===== config.mk =====
export PLATFORM = sky130hd
export DESIGN_NAME = sha256_message_hasher_core
export DESIGN_NICKNAME = d
export VERILOG_FILES = /design/src/hw/rtl/sha256mh_pkg.sv /design/src/hw/rtl/sha256_message_hasher_core.sv /design/src/hw/rtl/sha256mh_dpath.sv /design/src/hw/rtl/sha256mh_ctrl.sv
export SDC_FILE = /design/constraint.sdc
export NUM_CORES = 2
export LEC_CHECK = 0
export BUFFER_PORTS_ARGS = -buffer_cell sky130_fd_sc_hd__buf_2
export CAP_MARGIN = 20
export CORE_MARGIN = 10
export CORE_UTILIZATION = 40
export CTS_CLUSTER_SIZE = 10
export DETAILED_ROUTE_END_ITERATION = 10
export PLACE_DENSITY = 0.61
export SLEW_MARGIN = 20
export SYNTH_ARGS = -nofsm -noshare
export SYNTH_HDL_FRONTEND = slang
export SYNTH_SLANG_ARGS = --single-unit
export TNS_END_PERCENT = 30

===== constraint.sdc =====
create_clock -name clk -period 68.1 [get_ports clk]
set_input_delay 3.405 -clock clk [delete_from_list [all_inputs] [get_ports clk]]
set_output_delay 3.405 -clock clk [all_outputs]
set_load 0.01 [all_outputs]

===== src/hw/rtl/sha256mh_pkg.sv =====
// package for the sha-256 message hasher: state codes, command/status structs,
// round constants, initial hash values and the sigma functions
// no dependencies
package sha256mh_pkg;

  localparam int WordW    = 32;
  localparam int NumWords = 8;
  localparam int SchedLen = 16;

  localparam logic       FUNC_ABSORB   = 1'b0;
  localparam logic       FUNC_FINISH   = 1'b1;
  localparam logic [7:0] PAD_BYTE      = 8'h80;
  localparam logic [7:0] ZERO_BYTE     = 8'h00;
  localparam logic [5:0] FILL_LEN_POS  = 6'd56;
  localparam logic [5:0] FILL_LAST     = 6'd63;
  localparam logic [6:0] LAST_STEP     = 7'd64;
  localparam logic [2:0] LAST_WORD_IDX = 3'd7;

  typedef enum logic [2:0] {
    ST_IDLE,
    ST_PAD,
    ST_LEN,
    ST_INIT,
    ST_RUN,
    ST_ADD,
    ST_EMIT
  } state_t;

  typedef struct packed {
    logic       push_byte;
    logic [7:0] byte_val;
    logic       count_bits;
    logic       snap_len;
    logic       len_shift;
    logic       load_vars;
    logic       sched_step;
    logic       sched_expand;
    logic       do_round;
    logic [5:0] round_idx;
    logic       add_hash;
    logic       emit_shift;
    logic [2:0] emit_idx;
  } cmd_t;

  typedef struct packed {
    logic [5:0] fill;
    logic [7:0] len_byte;
  } sts_t;

  localparam logic [31:0] ROUND_K [64] = '{
    32'h428a2f98, 32'h71374491, 32'hb5c0fbcf, 32'he9b5dba5,
    32'h3956c25b, 32'h59f111f1, 32'h923f82a4, 32'hab1c5ed5,
    32'hd807aa98, 32'h12835b01, 32'h243185be, 32'h550c7dc3,
    32'h72be5d74, 32'h80deb1fe, 32'h9bdc06a7, 32'hc19bf174,
    32'he49b69c1, 32'hefbe4786, 32'h0fc19dc6, 32'h240ca1cc,
    32'h2de92c6f, 32'h4a7484aa, 32'h5cb0a9dc, 32'h76f988da,
    32'h983e5152, 32'ha831c66d, 32'hb00327c8, 32'hbf597fc7,
    32'hc6e00bf3, 32'hd5a79147, 32'h06ca6351, 32'h14292967,
    32'h27b70a85, 32'h2e1b2138, 32'h4d2c6dfc, 32'h53380d13,
    32'h650a7354, 32'h766a0abb, 32'h81c2c92e, 32'h92722c85,
    32'ha2bfe8a1, 32'ha81a664b, 32'hc24b8b70, 32'hc76c51a3,
    32'hd192e819, 32'hd6990624, 32'hf40e3585, 32'h106aa070,
    32'h19a4c116, 32'h1e376c08, 32'h2748774c, 32'h34b0bcb5,
    32'h391c0cb3, 32'h4ed8aa4a, 32'h5b9cca4f, 32'h682e6ff3,
    32'h748f82ee, 32'h78a5636f, 32'h84c87814, 32'h8cc70208,
    32'h90befffa, 32'ha4506ceb, 32'hbef9a3f7, 32'hc67178f2
  };

  localparam logic [31:0] INIT_HASH [8] = '{
    32'h6a09e667, 32'hbb67ae85, 32'h3c6ef372, 32'ha54ff53a,
    32'h510e527f, 32'h9b05688c, 32'h1f83d9ab, 32'h5be0cd19
  };

  function automatic logic [31:0] rotr(input logic [31:0] x, input int n);
    rotr = (x >> n) | (x << (32 - n));
  endfunction

  function automatic logic [31:0] big_sigma0(input logic [31:0] x);
    big_sigma0 = rotr(x, 2) ^ rotr(x, 13) ^ rotr(x, 22);
  endfunction

  function automatic logic [31:0] big_sigma1(input logic [31:0] x);
    big_sigma1 = rotr(x, 6) ^ rotr(x, 11) ^ rotr(x, 25);
  endfunction

  function automatic logic [31:0] small_sigma0(input logic [31:0] x);
    small_sigma0 = rotr(x, 7) ^ rotr(x, 18) ^ (x >> 3);
  endfunction

  function automatic logic [31:0] small_sigma1(input logic [31:0] x);
    small_sigma1 = rotr(x, 17) ^ rotr(x, 19) ^ (x >> 10);
  endfunction

endpackage


===== src/hw/rtl/sha256_message_hasher_core.sv =====
// sha-256 message hasher, top level: controller plus datapath
// depends on sha256mh_pkg, sha256mh_ctrl, sha256mh_dpath
//
// input channel (in_valid/in_ready): func 0 absorbs data_byte, func 1
// finishes the message. an absorbed byte is taken while idle; the byte that
// completes a 64-byte block holds in_ready low through its compression
// (load, 64 rounds plus one schedule lead-in, hash add), carried out by the
// single round unit at one round per cycle, so no new byte is taken until
// the compression ends.
// a finish request pads one byte per cycle up to the length field (pausing
// for a compression when a block fills), pushes the 8 length bytes, and runs
// one or two compressions, then offers the digest on the output channel
// (out_valid/out_ready) as eight words, word_index 0..7, last_word on word 7.
// digest words come straight from the hash registers; while the receiver
// stalls the block holds the current word and takes no new request. after
// word 7 the hash restarts from the initial values for the next message.
// reset (rst, synchronous) loads the initial hash, clears the byte and
// bit counters and returns to idle.
module sha256_message_hasher_core
  import sha256mh_pkg::*;
(
  input  logic        clk,
  input  logic        rst,
  input  logic        in_valid,
  output logic        in_ready,
  input  logic        func,
  input  logic [7:0]  data_byte,
  output logic        out_valid,
  input  logic        out_ready,
  output logic [31:0] digest_word,
  output logic [2:0]  word_index,
  output logic        last_word
);

  cmd_t cmd;
  sts_t sts;

  sha256mh_ctrl u_ctrl (
    .clk        (clk),
    .rst        (rst),
    .in_valid   (in_valid),
    .in_ready   (in_ready),
    .func       (func),
    .data_byte  (data_byte),
    .out_valid  (out_valid),
    .out_ready  (out_ready),
    .word_index (word_index),
    .last_word  (last_word),
    .sts        (sts),
    .cmd        (cmd)
  );

  sha256mh_dpath u_dpath (
    .clk         (clk),
    .rst         (rst),
    .cmd         (cmd),
    .sts         (sts),
    .digest_word (digest_word)
  );

endmodule


===== src/hw/rtl/sha256mh_dpath.sv =====
// datapath: byte packer, rolling message schedule, round variables,
// hash words and length counter; driven by commands from sha256mh_ctrl
// depends on sha256mh_pkg
module sha256mh_dpath
  import sha256mh_pkg::*;
(
  input  logic        clk,
  input  logic        rst,
  input  cmd_t        cmd,
  output sts_t        sts,
  output logic [31:0] digest_word
);

  logic [23:0] acc;
  logic [5:0]  fill;
  logic [63:0] msg_bits;
  logic [63:0] len;
  logic [31:0] sched [SchedLen];
  logic [31:0] w_reg;
  logic [31:0] vars [NumWords];
  logic [31:0] hash [NumWords];

  logic [31:0] packed_word;
  logic [31:0] w_new;
  logic [31:0] t1;
  logic [31:0] t2;
  logic [31:0] ch;
  logic [31:0] maj;

  assign packed_word = {acc, cmd.byte_val};

  // sched[0] is w[t-16], sched[1] w[t-15], sched[9] w[t-7], sched[14] w[t-2]
  assign w_new = cmd.sched_expand
               ? sched[0] + small_sigma0(sched[1]) + sched[9] + small_sigma1(sched[14])
               : sched[0];

  assign ch  = (vars[4] & vars[5]) ^ (~vars[4] & vars[6]);
  assign maj = (vars[0] & vars[1]) ^ (vars[0] & vars[2]) ^ (vars[1] & vars[2]);
  assign t1  = vars[7] + big_sigma1(vars[4]) + ch + ROUND_K[cmd.round_idx] + w_reg;
  assign t2  = big_sigma0(vars[0]) + maj;

  assign sts.fill     = fill;
  assign sts.len_byte = len[63:56];
  assign digest_word  = hash[0];

  always_ff @(posedge clk) begin
    if (rst) begin
      fill     <= '0;
      msg_bits <= '0;
      for (int i = 0; i < NumWords; i++) hash[i] <= INIT_HASH[i];
    end else begin
      if (cmd.push_byte) begin
        fill <= fill + 6'd1;
      end
      if (cmd.snap_len) begin
        msg_bits <= '0;
      end else if (cmd.count_bits) begin
        msg_bits <= msg_bits + 64'd8;
      end
      if (cmd.add_hash) begin
        for (int i = 0; i < NumWords; i++) hash[i] <= hash[i] + vars[i];
      end else if (cmd.emit_shift) begin
        // shift the digest out and refill with the initial values behind it
        for (int i = 0; i < NumWords - 1; i++) hash[i] <= hash[i + 1];
        hash[NumWords - 1] <= INIT_HASH[cmd.emit_idx];
      end
    end
  end

  always_ff @(posedge clk) begin
    if (cmd.push_byte) begin
      acc <= packed_word[23:0];
      if (fill[1:0] == 2'b11) begin
        for (int i = 0; i < SchedLen - 1; i++) sched[i] <= sched[i + 1];
        sched[SchedLen - 1] <= packed_word;
      end
    end
    if (cmd.sched_step) begin
      for (int i = 0; i < SchedLen - 1; i++) sched[i] <= sched[i + 1];
      sched[SchedLen - 1] <= w_new;
      w_reg <= w_new;
    end
    if (cmd.snap_len) begin
      len <= msg_bits;
    end else if (cmd.len_shift) begin
      len <= {len[55:0], ZERO_BYTE};
    end
    if (cmd.load_vars) begin
      for (int i = 0; i < NumWords; i++) vars[i] <= hash[i];
    end else if (cmd.do_round) begin
      vars[7] <= vars[6];
      vars[6] <= vars[5];
      vars[5] <= vars[4];
      vars[4] <= vars[3] + t1;
      vars[3] <= vars[2];
      vars[2] <= vars[1];
      vars[1] <= vars[0];
      vars[0] <= t1 + t2;
    end
  end

endmodule


===== src/hw/rtl/sha256mh_ctrl.sv =====
// controller: sequences byte absorb, padding, length, compression rounds
// and digest output; drives sha256mh_dpath through cmd_t
// depends on sha256mh_pkg
module sha256mh_ctrl
  import sha256mh_pkg::*;
(
  input  logic       clk,
  input  logic       rst,
  input  logic       in_valid,
  output logic       in_ready,
  input  logic       func,
  input  logic [7:0] data_byte,
  output logic       out_valid,
  input  logic       out_ready,
  output logic [2:0] word_index,
  output logic       last_word,
  input  sts_t       sts,
  output cmd_t       cmd
);

  state_t     state, state_next;
  state_t     ret, ret_next;
  logic [6:0] rnd;
  logic [2:0] widx;

  always_ff @(posedge clk) begin
    if (rst) begin
      state <= ST_IDLE;
      ret   <= ST_IDLE;
      rnd   <= '0;
      widx  <= '0;
    end else begin
      state <= state_next;
      ret   <= ret_next;
      if (state == ST_INIT) begin
        rnd <= '0;
      end else if (state == ST_RUN) begin
        rnd <= rnd + 7'd1;
      end
      if (state == ST_EMIT && out_ready) begin
        widx <= widx + 3'd1;
      end
    end
  end

  always_comb begin
    state_next = state;
    ret_next   = ret;
    unique case (state)
      ST_IDLE: begin
        if (in_valid) begin
          ret_next = (func == FUNC_FINISH) ? ST_PAD : ST_IDLE;
          if (sts.fill == FILL_LAST) begin
            state_next = ST_INIT;
          end else if (func == FUNC_FINISH) begin
            state_next = ST_PAD;
          end
        end
      end
      ST_PAD: begin
        priority if (sts.fill == FILL_LEN_POS) begin
          state_next = ST_LEN;
        end else if (sts.fill == FILL_LAST) begin
          state_next = ST_INIT;
          ret_next   = ST_PAD;
        end
      end
      ST_LEN: begin
        if (sts.fill == FILL_LAST) begin
          state_next = ST_INIT;
          ret_next   = ST_EMIT;
        end
      end
      ST_INIT: state_next = ST_RUN;
      ST_RUN: begin
        if (rnd == LAST_STEP) state_next = ST_ADD;
      end
      ST_ADD: state_next = ret;
      ST_EMIT: begin
        if (out_ready && widx == LAST_WORD_IDX) state_next = ST_IDLE;
      end
      default: state_next = ST_IDLE;
    endcase
  end

  always_comb begin
    cmd       = '0;
    in_ready  = 1'b0;
    out_valid = 1'b0;
    unique case (state)
      ST_IDLE: begin
        in_ready = 1'b1;
        if (in_valid) begin
          cmd.push_byte = 1'b1;
          if (func == FUNC_FINISH) begin
            cmd.byte_val = PAD_BYTE;
            cmd.snap_len = 1'b1;
          end else begin
            cmd.byte_val   = data_byte;
            cmd.count_bits = 1'b1;
          end
        end
      end
      ST_PAD: begin
        cmd.byte_val  = ZERO_BYTE;
        cmd.push_byte = (sts.fill != FILL_LEN_POS);
      end
      ST_LEN: begin
        cmd.byte_val  = sts.len_byte;
        cmd.push_byte = 1'b1;
        cmd.len_shift = 1'b1;
      end
      ST_INIT: cmd.load_vars = 1'b1;
      ST_RUN: begin
        // schedule runs one step ahead of the round that consumes it
        cmd.sched_step   = ~rnd[6];
        cmd.sched_expand = ~rnd[6] && (rnd[5:4] != 2'b00);
        cmd.do_round     = (rnd != 7'd0);
        cmd.round_idx    = 6'(rnd - 7'd1);
      end
      ST_ADD: cmd.add_hash = 1'b1;
      ST_EMIT: begin
        out_valid      = 1'b1;
        cmd.emit_shift = out_ready;
        cmd.emit_idx   = widx;
      end
      default: cmd = '0;
    endcase
  end

  assign word_index = widx;
  assign last_word  = (widx == LAST_WORD_IDX);

endmodule

After elaboration in Yosys (flattened, before gate mapping)
Memories as Yosys holds them, arrays and structs flattened.
Index checks and enable logic that the tools add are counted.
- bits in registers: 206
- bits in writable memories: 1024
- bits in read-only memories: 2304
- input port bits: 13
- output and inout bits: 38
- logic and storage cells: 233
- memories: 5
- add/sub/neg operators: 23
- $lt $le $gt $ge: 2
- eq/ne operators: 19
- multiplexer cells: 93
- bitwise operators: 70
- reductions and logical operators: 12
- memories (memory ; depth ; width ; read ports ; clocked after memory_dff ; wr ports ; line ; text):
    (no name shown) ; 64 ; 32 ; 1 ; 0 ; 0 ; sha256mh_dpath.sv:39 ; assign t1 = vars[7] + big_sigma1(vars[4]) + ch + ROUND_K[cmd.round_idx] + w_reg;
    u_dpath.sched ; 16 ; 32 ; 16 ; 0 ; 16 ; sha256mh_dpath.sv:18 ; logic [31:0] sched [SchedLen];
    (no name shown) ; 8 ; 32 ; 1 ; 0 ; 0 ; sha256mh_dpath.sv:65 ; hash[NumWords - 1] <= INIT_HASH[cmd.emit_idx];
    u_dpath.hash ; 8 ; 32 ; 8 ; 0 ; 8 ; sha256mh_dpath.sv:21 ; logic [31:0] hash [NumWords];
    u_dpath.vars ; 8 ; 32 ; 8 ; 0 ; 8 ; sha256mh_dpath.sv:20 ; logic [31:0] vars [NumWords];
- operator list (operator ; count):
    $mux W32 ; 45
    $add A32 B32 Y32 ; 18
    $xor A32 B32 Y32 ; 9
    $and A32 B32 Y32 ; 5
    $mux W64 ; 2
    $add A64 B4 Y64 const B ; 1
    $or A1 B1 Y1 ; 40
    $mux W3 ; 11
    $not A32 Y32 ; 1
    $or A10 B32 Y32 ; 1
    $or A13 B32 Y32 ; 1
    $or A14 B32 Y32 ; 1
    $or A15 B32 Y32 ; 1
    $or A19 B32 Y32 ; 1
    $or A21 B32 Y32 ; 1
    $or A25 B32 Y32 ; 1
    $or A26 B32 Y32 ; 1
    $or A30 B32 Y32 ; 1
    $or A7 B32 Y32 ; 1
    $xor A32 B22 Y32 ; 1
    $xor A32 B29 Y32 ; 1
    $mux W1 ; 27
    $pmux W9 S3 ; 1
    $pmux W3 S7 ; 1
    33 further kinds ; 46

Longest topological paths before layout
- depth after elaboration: 11
- mapped depth: 48
- mapped depth without buffers: 45

Cells and area by module
From an unflattened synthesis, not the netlist that was laid out.
- cells, all modules: 6924
- area total of the unflattened synthesis: 74074.8 µm²
- by module, submodules not included (module ; times used ; cells an instance ; area each (µm²)):
    sha256mh_dpath ; 1 ; 6766 ; 72922.4
    sha256mh_ctrl ; 1 ; 158 ; 1152.4

Worst setup path after synthesis
OpenSTA, ideal clock, no wires.
- path kind: register to register
- start: register u_ctrl.state[0]
- end: memory u_dpath.sched[0][0] (enable)
- arrival: 37.026 ns
- data required time: 66.001 ns
- slack: 28.975 ns
- stages on the path, launching flop included: 7
- period minus slack after synthesis: 39.125 ns
- path through: dfxtp_1 > clkbuf_1 > or3_1 > clkbuf_1 > clkbuf_1 > buf_1 > o21ai_0
- RTL lines (item ; line ; text):
    start, declared ; sha256mh_ctrl.sv:21 ; state_t state, state_next;
    start signal, assigned ; sha256mh_ctrl.sv:33 ; state <= state_next;
    end, declared ; sha256mh_dpath.sv:18 ;

==> results.json <==
{
  "status": "completed",
  "syn-num-nets": 7346,
  "hpwlAfterDp_um": 154000,
  "via_count": 52100,
  "syn-cell-area_um2": 72400,
  "gp_congestion": 0.946,
  "grt_pass1_wl_um": 326000,
  "nets": 7337,
  "pin_count": 51,
  "slew_violations": 0,
  "crit_fanout": 23,
  "synth_compound_area_share_pct": 13.5,
  "synth_xor_xnor_area_share_pct": 7.79,
  "power_density_nw_per_um2": 21.0,
  "final_layout_size_suffix_gt1_share_pct": 6.87,
  "fin_area_um2": 79700,
  "setup_viol": 0,
  "cap_violations": 0,
  "cts_root_buf": "clkbuf_16",
  "irDropWorstVdd_v": 0.0000187,
  "avgSynthCellArea_um2": 10.8,
  "worstPathArrival_ns": 12.40,
  "tightest_slew_ns": 1.22,
  "postCtsResizedCells": 0,
  "layout_setup_ws_ns": 56.20,
  "fp.dieW_um": 446,
  "fin_tns_setup_ns": 0,
  "ys_seq_elements": 1223,
  "reg_top3": "u_dpath.sched: 512 flops, u_dpath.hash: 256 flops, u_dpath.vars: 256 flops",
  "grt-ovfl-total": 0,
  "drt-vias-per-instance": 5.68,
  "critPathLaunchType": "flip-flop",
  "period_minus_slack_ns": 11.90,
  "die-area_um2": 199000,
  "dpl_cell_area_um2": 75300,
  "dr.pass1.iters": 6,
  "cts_setup_buffers": 0,
  "grt_max_degree": 187,
  "synthFlopType": "edfxtp_1",
  "area_growth_pct": 9.98,
  "cts_tree": "yes",
  "totalWireLength_um": 217000,
  "synthSimpleGateAreaFrac_pct": 11.5,
  "dieHeight_um": 446,
  "clock_latency_ns": 0.82,
  "grt_pass1_vias": 51500,
  "hold_path.class": "reg2reg",
  "start_util_pct": 40.2,
  "port_buffers": 50,
  "hold_viol_final": 0,
  "endpoint_kind": "flip-flop",
  "wl_per_cell_um": 23.7,
  "synthAdderAreaFrac_pct": 12.6,
  "synth_mux_area_share_pct": 1.88,
  "largest_reg_flops": 512,
  "final_util_pct": 44.2,
  "coreArea_um2": 180000,
  "drc": 0,
  "synthArstFlopShare_pct": 0,
  "dp_slack_ns": 56.35,
  "drt_iter0_drc": 5119,
  "cp_slowest_cell": "ha_1",
  "max_freq_ghz": 0.0840,
  "syn-instance-count": 6737,
  "top_register": "u_dpath.sched",
  "antenna_found_initial": 3,
  "critical_path_class": "reg2reg",
  "post-route-period-util_pct": 17.5,
  "p_leak_nw": 30.1,
  "cts_buffers": 149,
  "h-tree-depth": 4,
  "cts_hold_buffers": 0,
  "clk_pin_slew_ns": 0.06,
  "track_usage_pct": 21.4,
  "nFillCells": 16800,
  "synth_edf_count": 1140,
  "cts.sinks": 1223,
  "synth-seq-area-share_pct": 49.5,
  "synth_top_family_by_area": "compound AO/OA/AOI/OAI gates",
  "clockBufferDepth": 3,
  "postRouteAntennaNets": 0,
  "required_ns": 68.60,
  "slew_headroom_pct": 18.8,
  "synth_cell_types": 80,
  "rsz0062_at_grt": "no",
  "slowest_delay_ns": 0.77,
  "yosysWarnings": 0,
  "fin_skew_ns": 0.0489,
  "rows": 156
}
## stage by stage
step	instances	total power [mW]	hold slack (ns)
after global routing	9172	1.73	0.407
after floorplan	6737	0.942	0.400
after detailed placement	8947	0.957	0.405
final	9172	1.67	0.389
after global placement	8947	0.956	0.400
after CTS	9171	1.69	0.397
## layout make-up
class / count / area, µm² / area share [%]
sequential: 1223 / 35900 / 45.0
multi-input combinational: 4920 / 34500 / 43.3
clock buffer: 185 / 3910 / 4.90
tap: 2370 / 2970 / 3.72
inverter: 302 / 1130 / 1.42
timing repair buffer: 132 / 895 / 1.12
clock inverter: 39 / 402 / 0.504
antenna: 1 / 2.50 / 0.00314
## logic make-up after synthesis
family	Yosys count
simple gates	1945
compound gates	1588
flops	1223
xor+xnor	644
fa+ha+maj	620
buf+inv	594
mux	123
## power breakdown
group,leakage [nW],internal (mW),total [mW],switching (mW)
registers,11.1,0.832,0.842,0.00996
logic,17.0,0.0413,0.102,0.0607
clock network,2.08,0.412,0.729,0.318
total,30.1,1.29,1.67,0.388
## cells in the final DEF, fill, tap and decap left out, types with 50 or more instances in the layout
cell       instances
edfxtp_1        1140
nand2_1         1072
a21oi_1          508
o21ai_0          416
xnor2_1          413
ha_1             401
nor2_1           377
inv_1            301
xor2_1           228
fa_1             195
a21o_1           154
clkbuf_16        151
nand3_1          107
mux2_2           102
dfxtp_1           83
buf_4             79
nor3_1            70
nand2b_1          68
a31oi_1           54
o21a_1            53
o21bai_1          51
buf_2             50
## worst paths after layout
path                                       from                              to  slack (ns)  cells past startpoint
setup reg to reg     u_ctrl.rnd[0]$_SDFFE_PP0N_   u_dpath.vars[0][30]$_DFFE_PP_       56.20                     42
hold reg to reg   u_dpath.sched[1][0]$_DFFE_PP_  u_dpath.sched[0][32]$_DFFE_PP_        0.39                      0
hold / removal    u_dpath.sched[1][0]$_DFFE_PP_  u_dpath.sched[0][32]$_DFFE_PP_        0.39                      0
setup / recovery     u_ctrl.rnd[0]$_SDFFE_PP0N_   u_dpath.vars[0][30]$_DFFE_PP_       56.20                     42
## synth_stat cells (16+ instances only)
| cell | n | area share [%] |
|---|---|---|
| mux2i_1 | 21 | 0.29 |
| nor2_1 | 384 | 2.0 |
| o21ai_0 | 417 | 2.9 |
| a31oi_1 | 54 | 0.47 |
| mux2_2 | 102 | 1.6 |
| a21oi_1 | 509 | 3.5 |
| o21bai_1 | 51 | 0.53 |
| o31ai_1 | 29 | 0.30 |
| a211oi_1 | 35 | 0.36 |
| nand2b_1 | 69 | 0.60 |
| o211ai_1 | 36 | 0.37 |
| xnor2_1 | 414 | 5.0 |
| o22ai_1 | 27 | 0.23 |
| a21boi_0 | 17 | 0.18 |
| fa_1 | 195 | 5.4 |
| a311oi_1 | 16 | 0.19 |
| a21o_1 | 154 | 1.6 |
| xor2_1 | 230 | 2.8 |
| nor3_1 | 70 | 0.48 |
| inv_1 | 301 | 1.6 |
| dfxtp_1 | 83 | 2.3 |
| nand2_1 | 1078 | 5.6 |
| edfxtp_1 | 1140 | 47 |
| maj3_1 | 24 | 0.33 |
| clkbuf_1 | 278 | 1.4 |
| and3_1 | 39 | 0.34 |
| nand3_1 | 107 | 0.74 |
| nor2b_1 | 38 | 0.33 |
| ha_1 | 401 | 6.9 |
| or3_1 | 34 | 0.29 |
| nand4_1 | 36 | 0.31 |
| or2_2 | 16 | 0.14 |
| and2_1 | 23 | 0.20 |
| o21a_1 | 53 | 0.55 |
| a22o_1 | 23 | 0.28 |
## per-layer routing
metal	routed length, µm	track usage [%]
met5	13	0
met4	8970	8.66
met3	14400	3.45
met2	95900	32.8
met1	97800	30.1
## critical path, delay by kind of cell (launching register included)
kind / cells / cell delay (ns)
AOI/OAI and AO/OA: 22 / 4.60
xor gates and xnor gates: 2 / 0.40
adders and majority gates: 8 / 4.14
buffers and inverters: 6 / 0.76
DFF: 1 / 0.33
and+or+nand+nor: 4 / 1.36
No activity file was read; power rests on OpenSTA's default activity.
